File: src/rtl/nv21rgb_pkg.sv
package nv21rgb_pkg;

    localparam int DIM_W  = 12;
    localparam int THR_W  = 9;
    localparam int DEST_W = 22;
    localparam int CFG_DATA_W = 12;
    localparam int CFG_IDX_W  = 2;

    localparam int MAX_WIDTH_DEF  = 2048;
    localparam int MAX_HEIGHT_DEF = 2048;

    localparam logic [DIM_W-1:0] WIDTH_RESET     = 12'd640;
    localparam logic [DIM_W-1:0] HEIGHT_RESET    = 12'd480;
    localparam logic [THR_W-1:0] THRESHOLD_RESET = 9'd30;
    localparam int               MIN_WIDTH       = 2;
    localparam int               MIN_HEIGHT      = 1;
    localparam logic [7:0]       CHROMA_BIAS     = 8'd128;

    localparam logic [CFG_IDX_W-1:0] CFG_FRAME_WIDTH    = 2'd0;
    localparam logic [CFG_IDX_W-1:0] CFG_FRAME_HEIGHT   = 2'd1;
    localparam logic [CFG_IDX_W-1:0] CFG_DARK_THRESHOLD = 2'd2;

    typedef struct packed {
        logic [7:0] luma;
        logic [7:0] chroma_blue;
        logic [7:0] chroma_red;
    } t_pix_in;

    typedef struct packed {
        logic [7:0]        red;
        logic [7:0]        green;
        logic [7:0]        blue;
        logic [DEST_W-1:0] dest_index;
        logic              frame_last;
        logic              dark_frame;
    } t_pix_out;

    typedef struct packed {
        logic [7:0] luma;
        logic [7:0] cb;
        logic [7:0] cr;
    } t_ycc;

    typedef struct packed {
        logic [7:0] red;
        logic [7:0] green;
        logic [7:0] blue;
    } t_rgb;

    function automatic logic [DIM_W-1:0] clamp_dim(input logic [DIM_W-1:0] v,
                                                    input int lo, input int hi);
        logic [DIM_W-1:0] res;
        res = v;
        if (int'(v) < lo) begin
            res = DIM_W'(lo);
        end else if (int'(v) > hi) begin
            res = DIM_W'(hi);
        end
        return res;
    endfunction

endpackage

File: src/rtl/nv21rgb_csc.sv
module nv21rgb_csc
    import nv21rgb_pkg::*;
(
    input  t_ycc i_ycc,
    output t_rgb o_rgb
);

    function automatic logic [7:0] clamp8(input logic signed [11:0] v);
        logic [7:0] res;
        res = v[7:0];
        if (v < 12'sd0) begin
            res = 8'd0;
        end else if (v > 12'sd255) begin
            res = 8'd255;
        end
        return res;
    endfunction

    logic signed [11:0] y;
    logic signed [11:0] cb;
    logic signed [11:0] cr;
    logic signed [11:0] sum_r;
    logic signed [11:0] sum_g;
    logic signed [11:0] sum_b;

    assign y  = $signed({4'b0, i_ycc.luma});
    assign cb = $signed({4'b0, i_ycc.cb}) - $signed({4'b0, CHROMA_BIAS});
    assign cr = $signed({4'b0, i_ycc.cr}) - $signed({4'b0, CHROMA_BIAS});

    // shift-add approximation, floor shifts
    assign sum_r = y + cr + (cr >>> 2) + (cr >>> 3) + (cr >>> 5);
    assign sum_g = y - (cb >>> 2) + (cb >>> 4) + (cb >>> 5)
                 - (cr >>> 1) + (cr >>> 3) + (cr >>> 4) + (cr >>> 5);
    assign sum_b = y + cb + (cb >>> 1) + (cb >>> 2) + (cb >>> 6);

    assign o_rgb.red   = clamp8(sum_r);
    assign o_rgb.green = clamp8(sum_g);
    assign o_rgb.blue  = clamp8(sum_b);

endmodule

File: src/rtl/nv21_to_rgb_rotate_dark_detect_unit.sv
// channel   direction  handshake                  word
// in        input      i_in_valid / o_in_ready    i_in_data  (t_pix_in)
// out       output     o_out_valid / i_out_ready  o_out_data (t_pix_out)
// cfg       input      i_cfg_wr_en, no wait       i_cfg_index, i_cfg_data
//
// three register stages: input/counters, color conversion, dark count
// one word per clock sustained while i_out_ready is high; a word passes each stage register in turn
// each stage moves on when the one after it is empty or moving
// i_rst_n synchronous active low: counters, chroma, size and threshold to defaults
// a size write restarts the frame and clears the dark count
module nv21_to_rgb_rotate_dark_detect_unit
    import nv21rgb_pkg::*;
#(
    parameter int MAX_WIDTH  = MAX_WIDTH_DEF,
    parameter int MAX_HEIGHT = MAX_HEIGHT_DEF
) (
    input  logic                  i_clk,
    input  logic                  i_rst_n,
    input  logic                  i_cfg_wr_en,
    input  logic [CFG_IDX_W-1:0]  i_cfg_index,
    input  logic [CFG_DATA_W-1:0] i_cfg_data,
    input  logic                  i_in_valid,
    output logic                  o_in_ready,
    input  t_pix_in               i_in_data,
    output logic                  o_out_valid,
    input  logic                  i_out_ready,
    output t_pix_out              o_out_data
);

    localparam int CW = (MAX_WIDTH > 1) ? $clog2(MAX_WIDTH) : 1;
    localparam int RW = (MAX_HEIGHT > 1) ? $clog2(MAX_HEIGHT) : 1;
    localparam int CNT_W = $clog2(5 * MAX_WIDTH * MAX_HEIGHT + 1);
    localparam logic [DIM_W-1:0] W_RST = clamp_dim(WIDTH_RESET, MIN_WIDTH, MAX_WIDTH);
    localparam logic [DIM_W-1:0] H_RST = clamp_dim(HEIGHT_RESET, MIN_HEIGHT, MAX_HEIGHT);
    localparam logic [CNT_W-1:0] AREA4_RST = CNT_W'(4 * int'(W_RST) * int'(H_RST));

    // configuration
    logic [DIM_W-1:0] r_w_eff;
    logic [DIM_W-1:0] r_h_eff;
    logic [THR_W-1:0] r_thr;
    logic [CNT_W-1:0] r_area4;
    logic             size_wr;
    logic [2*DIM_W-1:0] area;

    // frame position
    logic [CW-1:0]     r_col;
    logic [RW-1:0]     r_row;
    logic [7:0]        r_held_cb;
    logic [7:0]        r_held_cr;
    logic [DEST_W-1:0] r_dest;

    // pipeline
    logic              r_v1;
    logic              r_v2;
    logic              r_v3;
    t_ycc              r_ycc1;
    logic [DEST_W-1:0] r_dest1;
    logic              r_last1;
    t_rgb              r_rgb2;
    logic [DEST_W-1:0] r_dest2;
    logic              r_last2;
    t_pix_out          r_out;
    logic [CNT_W-1:0]  r_count5;

    logic              adv1;
    logic              adv2;
    logic              adv3;
    logic              take;
    logic              col_last;
    logic              row_last;
    logic [7:0]        n_cb;
    logic [7:0]        n_cr;
    logic [DEST_W-1:0] n_dest;
    logic [DEST_W-1:0] row_base;
    t_rgb              rgb1;
    logic              pix_dark;
    logic [CNT_W-1:0]  n_count5;
    logic              verdict;

    assign adv3 = !r_v3 || i_out_ready;
    assign adv2 = !r_v2 || adv3;
    assign adv1 = !r_v1 || adv2;
    assign o_in_ready = adv1;
    assign take = i_in_valid && adv1;

    assign size_wr = i_cfg_wr_en &&
                     (i_cfg_index == CFG_FRAME_WIDTH || i_cfg_index == CFG_FRAME_HEIGHT);
    assign area = (2*DIM_W)'(r_w_eff) * (2*DIM_W)'(r_h_eff);

    always_ff @(posedge i_clk) begin
        if (!i_rst_n) begin
            r_w_eff <= W_RST;
            r_h_eff <= H_RST;
            r_thr   <= THRESHOLD_RESET;
            r_area4 <= AREA4_RST;
        end else begin
            r_area4 <= CNT_W'({area, 2'b00});
            if (i_cfg_wr_en) begin
                case (i_cfg_index)
                    CFG_FRAME_WIDTH: begin
                        r_w_eff <= clamp_dim(i_cfg_data[DIM_W-1:0], MIN_WIDTH, MAX_WIDTH);
                    end
                    CFG_FRAME_HEIGHT: begin
                        r_h_eff <= clamp_dim(i_cfg_data[DIM_W-1:0], MIN_HEIGHT, MAX_HEIGHT);
                    end
                    CFG_DARK_THRESHOLD: begin
                        r_thr <= i_cfg_data[THR_W-1:0];
                    end
                    default: begin
                    end
                endcase
            end
        end
    end

    // stage 0: position, chroma reuse, rotated index
    assign col_last = (14'(r_col) == 14'(r_w_eff) - 14'd1);
    assign row_last = (14'(r_row) == 14'(r_h_eff) - 14'd1);
    assign n_cb = r_col[0] ? r_held_cb : i_in_data.chroma_blue;
    assign n_cr = r_col[0] ? r_held_cr : i_in_data.chroma_red;
    assign row_base = DEST_W'(r_h_eff) - DEST_W'(1) - DEST_W'(r_row);
    assign n_dest = (r_col == '0) ? row_base : r_dest + DEST_W'(r_h_eff);

    always_ff @(posedge i_clk) begin
        if (!i_rst_n) begin
            r_col     <= '0;
            r_row     <= '0;
            r_held_cb <= '0;
            r_held_cr <= '0;
        end else if (size_wr) begin
            r_col <= '0;
            r_row <= '0;
        end else if (take) begin
            r_held_cb <= n_cb;
            r_held_cr <= n_cr;
            if (col_last) begin
                r_col <= '0;
                r_row <= row_last ? '0 : r_row + RW'(1);
            end else begin
                r_col <= r_col + CW'(1);
            end
        end
    end

    always_ff @(posedge i_clk) begin
        if (take) begin
            r_dest       <= n_dest;
            r_dest1      <= n_dest;
            r_last1      <= col_last && row_last;
            r_ycc1.luma  <= i_in_data.luma;
            r_ycc1.cb    <= n_cb;
            r_ycc1.cr    <= n_cr;
        end
    end

    // stage 1: color conversion
    nv21rgb_csc u_csc (
        .i_ycc (r_ycc1),
        .o_rgb (rgb1)
    );

    always_ff @(posedge i_clk) begin
        if (adv2) begin
            r_rgb2  <= rgb1;
            r_dest2 <= r_dest1;
            r_last2 <= r_last1;
        end
    end

    // stage 2: dark count and frame verdict
    assign pix_dark = ({1'b0, r_rgb2.red} < r_thr) && ({1'b0, r_rgb2.green} < r_thr) &&
                      ({1'b0, r_rgb2.blue} < r_thr);
    assign n_count5 = r_count5 + (pix_dark ? CNT_W'(5) : CNT_W'(0));
    assign verdict  = r_last2 && (n_count5 >= r_area4);

    always_ff @(posedge i_clk) begin
        if (!i_rst_n) begin
            r_count5 <= '0;
        end else if (size_wr) begin
            r_count5 <= '0;
        end else if (adv3 && r_v2) begin
            r_count5 <= r_last2 ? '0 : n_count5;
        end
    end

    always_ff @(posedge i_clk) begin
        if (adv3) begin
            r_out.red        <= r_rgb2.red;
            r_out.green      <= r_rgb2.green;
            r_out.blue       <= r_rgb2.blue;
            r_out.dest_index <= r_dest2;
            r_out.frame_last <= r_last2;
            r_out.dark_frame <= verdict;
        end
    end

    always_ff @(posedge i_clk) begin
        if (!i_rst_n) begin
            r_v1 <= 1'b0;
            r_v2 <= 1'b0;
            r_v3 <= 1'b0;
        end else begin
            if (adv1) begin
                r_v1 <= take;
            end
            if (adv2) begin
                r_v2 <= r_v1;
            end
            if (adv3) begin
                r_v3 <= r_v2;
            end
        end
    end

    assign o_out_valid = r_v3;
    assign o_out_data  = r_out;

`ifndef SYNTH
    a_dark_only_on_last: assert property (@(posedge i_clk) disable iff (!i_rst_n)
        o_out_valid |-> (o_out_data.frame_last || !o_out_data.dark_frame))
        else $error("dark_frame without frame_last");

    a_col_in_range: assert property (@(posedge i_clk) disable iff (!i_rst_n)
        14'(r_col) < 14'(r_w_eff) && 14'(r_row) < 14'(r_h_eff))
        else $error("frame position beyond frame size");

    a_count_cleared: assert property (@(posedge i_clk) disable iff (!i_rst_n)
        (adv3 && r_v2 && r_last2) |=> (r_count5 == '0))
        else $error("dark count not cleared at frame end");

    a_first_col_index: assert property (@(posedge i_clk) disable iff (!i_rst_n)
        (take && r_col == '0 && !size_wr) |=> (r_dest1 == row_base))
        else $error("row start index wrong");
`endif

endmodule
File: config.mk
export PLATFORM = sky130hd
export DESIGN_NAME = nv21_to_rgb_rotate_dark_detect_unit
export DESIGN_NICKNAME = d
export VERILOG_FILES = /design/src/rtl/nv21rgb_pkg.sv /design/src/rtl/nv21rgb_csc.sv /design/src/rtl/nv21_to_rgb_rotate_dark_detect_unit.sv
export SDC_FILE = /design/constraint.sdc
export NUM_CORES = 1
export LEC_CHECK = 0
export BUFFER_PORTS_ARGS = -buffer_cell sky130_fd_sc_hd__buf_4
export CORE_UTILIZATION = 51
export DETAILED_ROUTE_END_ITERATION = 10
export PLACE_DENSITY = 0.68
export SYNTH_ARGS = -nofsm -noshare
export SYNTH_HDL_FRONTEND = slang
export SYNTH_SLANG_ARGS = --single-unit
File: constraint.sdc
create_clock -name i_clk -period 11.7 [get_ports i_clk]
set_input_delay 1.17 -clock i_clk [delete_from_list [all_inputs] [get_ports i_clk]]
set_output_delay 1.17 -clock i_clk [all_outputs]
set_load 0.02 [all_outputs]
==> out/qor.yml <==
synth_cell_types: 70
finalCritPeriodShare: 0.549
grt_usage: 0.227
period_minus_slack_ps: 6420
wl_met1_um: 20900
cts-root-buf: "clkbuf_16"
drive_gt1_frac: 0.0831
maxSlewViolCount: 0
ys_warn_count: 0
crit_top_cell: "fa_1"
setup_viol: 0
dp.cells: 2671
p_int_mw: 2.59
pwr_density_cell_nw_per_um2: 180
grt_max_degree: 78
clkPwrFrac: 0.222
hold_end: "o_out_data[11]$_DFFE_PN_"
vias_per_cell: 5.43
switching_share: 0.374
syn_nets: 2537
cpPeakStageDelay_ps: 760
nets: 2597
drcViolationCount: 0
hpwlAfterDp_um: 35900
rrSetupSlack_ps: 5280
async_flop_share: 0
synth-edff-count: 142
fmax_mhz: 156
grt-ovfl-total: 0
yosys_most_used_dff: "edfxtp_1"
syn_area_sq_um: 20900
crit_type: "flip-flop to flip-flop"
ys_seq_area_frac: 0.321
rr_endpoint: "r_area4[23]$_SDFF_PN0_"
insertion_delay_ps: 590
port_buffers: 92
crit_chain: "nand2_1 > fa_1 > fa_1 > inv_1 > fa_1 > inv_1 > fa_1 > inv_1 > fa_1 > ha_1 > a21o_1 > a221oi_1 > a2bb2oi_1 > a2111oi_0 > o41ai_1 > a21oi_1 > xor2_1 > and2_1"
top_layer_used: "met4"
combinationalPowerShare: 0.464
endpoint_kind: "flip-flop"
worst_pin_slew_ps: 1150
io_pins: 93
ir_drop_uv: 202
post_cts_buffers: 0
area_growth_pct: 10.1
hold_path.class: "flip-flop to flip-flop"
yosys-top-cells-count: "266 x inv_1, 220 x ha_1, 182 x nand2_1, 156 x fa_1, 142 x edfxtp_1"
die_x_um: 204
vias: 14813
p_leak_nw: 10.2
clkSinkCount: 264
cts_tree: "yes"
dr.pass1.iters: 5
gp_congestion: 0.912
synth_top_cell_by_area: "edfxtp_1"
met3_length_um: 2210
setup_tns_ps: 0
routed_wl_um: 45900
drt_iter0_markers: 925
critPathArrivalTime_ps: 6880
clk_path_buf_depth: 3
htree_levels: 1
path_clk_slew_ps: 60
synth_area_leaders: "edfxtp_1 20%, fa_1 15%, ha_1 13%, dfxtp_1 12%, inv_1 4.8%"
grt_pass1_vias: 14901
coreArea_sq_um: 40000
fin_worst_skew_ps: 26.1
holdPathStages: 0
hold_buffers: 0
maxCapViolations: 0
worstHoldStart: "r_dest2[9]$_DFFE_PP_"
run_status: "finished, final reports clean"
postRouteAntennaNets: 0
ys_ff_latch: 264
yosysMostFrequentCell: "inv_1"
num_rows: 73
stdcell_count: 2728
timing.rr.start: "r_h_eff[11]$_SDFFE_PN0P_"
critPathSlowestCell: "dfxtp_1"
seq_area_sq_um: 6710
fill_cells: 3430
syn_area_per_cell_sq_um: 9.85
synth_top_area_frac: 0.204
grt_pass1_wl_um: 75700
reg2regPathDepth: 18
finalHoldViolCount: 0
cp.required_ps: 12160
wl_per_cell_um: 16.8
cts_resized: 0
antenna_found_initial: 2
met2_length_um: 21600
rsz0062_at_grt: "no"
die_h_um: 204
multi_input_area_sq_um: 12900
cts_made_buffers: 30
synthCells: 2118
path_max_fanout: 17
slew_headroom: 0.232
critPathLaunchType: "flip-flop"
pwr-share-seq: 0.314
p_switching_mw: 1.55
start_util: 0.522
die_area_sq_um: 41700
per-stage QoR:
step / utilization / total power [mW] / hold WS, ps / setup WS, ps / area, sq um
after floorplan: - / 2.75 / 400 / 5860 / 20900
after global placement: 0.550 / 3.18 / 402 / 5640 / 22000
after detailed placement: 0.550 / 3.23 / 405 / 5360 / 22000
after CTS: 0.574 / 4.17 / 420 / 5350 / 23000
after global routing: 0.574 / 4.49 / 426 / 4880 / 23000
final: 0.574 / 4.14 / 418 / 5280 / 23000
kinds of logic (layout without fill, tap and decap cells):
kind of cell / Yosys count / after routing / synth area share
compound gates: 345 / 345 / 0.107
xor+xnor: 161 / 161 / 0.0676
fa+ha+maj: 376 / 376 / 0.282
buf+inv: 337 / 421 / 0.0613
flops: 264 / 264 / 0.321
mux: 36 / 36 / 0.0182
other cells: 0 / 1 / 0
simple gates: 599 / 599 / 0.143
per-layer routing:
| layer | global-route usage | up-vias |
|---|---|---|
| li1 | - | 7251 |
| met4 | 0.0597 | 0 |
| met5 | 0 | - |
| met2 | 0.372 | 321 |
| met1 | 0.311 | 7171 |
| met3 | 0.0359 | 70 |
worst max-delay path by stage:
stage                                     endpoint  cells past startpoint                     start  slack, ps
after floorplan           r_rgb2[12]$_SDFFCE_PN0P_                     21      r_ycc1[15]$_DFFE_PP_       5860
after global placement      r_area4[23]$_SDFF_PN0_                     18  r_h_eff[11]$_SDFFE_PN0P_       5640
after detailed placement    r_area4[23]$_SDFF_PN0_                     18  r_h_eff[11]$_SDFFE_PN0P_       5360
after CTS                   r_area4[23]$_SDFF_PN0_                     18  r_h_eff[11]$_SDFFE_PN0P_       5350
after global routing        r_area4[23]$_SDFF_PN0_                     18   r_w_eff[4]$_SDFFE_PN0P_       4880
final                       r_area4[23]$_SDFF_PN0_                     18  r_h_eff[11]$_SDFFE_PN0P_       5280
placed cells by master, fill, tap and decap left out, drive strengths merged, types with 16 or more instances in the layout:
master / count
o21ai: 59
clkbuf: 38
and2: 65
mux2i: 20
nand3: 48
nor2: 120
dfxtp: 122
a22oi: 23
o21a: 25
a21o: 34
xnor2: 100
nor3: 19
inv: 266
xor2: 61
fa: 156
nand2: 182
a21oi: 112
ha: 220
mux2: 16
nor2b: 60
edfxtp: 142
buf: 99
o21bai: 19
registers in the layout, summed over array words and instances, names as in the netlist:
| name | cells |
|---|---|
| r_v2 | 1 |
| o_out_valid | 1 |
| r_thr | 9 |
| r_row | 11 |
| r_area4 | 23 |
| r_held_cr | 8 |
| r_dest2 | 22 |
| r_col | 11 |
| r_w_eff | 12 |
| r_ycc1 | 24 |
| o_out_data | 48 |
| r_count5 | 25 |
| r_rgb2 | 24 |
| r_h_eff | 12 |
| r_held_cb | 8 |
| r_last1 | 1 |
| r_dest1 | 22 |
| r_v1 | 1 |
| r_last2 | 1 |
critical path: cells and delay by family (launching register included):
family / cells / cell delay [ps]
compound gates: 6 / 1880
simple gates: 2 / 340
xor+xnor: 1 / 150
fa+ha+maj: 6 / 3000
flops: 1 / 760
buf+inv: 3 / 170
final cells by class:
| type | count | share of cell area |
|---|---|---|
| Antenna cell | 1 | 0.000109 |
| Multi-Input combinational cell | 1517 | 0.562 |
| Clock inverter | 18 | 0.00768 |
| Inverter | 266 | 0.0435 |
| Sequential cell | 264 | 0.292 |
| Tap cell | 525 | 0.0286 |
| Clock buffer | 38 | 0.0344 |
| Timing Repair Buffer | 99 | 0.0323 |
power by group through the flow:
stage | logic, mW | registers (mW) | clock network, mW
after floorplan | 1.41 | 1.34 | 0
after global placement | 1.86 | 1.32 | 0
after detailed placement | 1.91 | 1.32 | 0
after CTS | 1.93 | 1.30 | 0.943
after global routing | 2.20 | 1.32 | 0.981
final | 1.92 | 1.30 | 0.918
(Power assumes the default switching activity.)
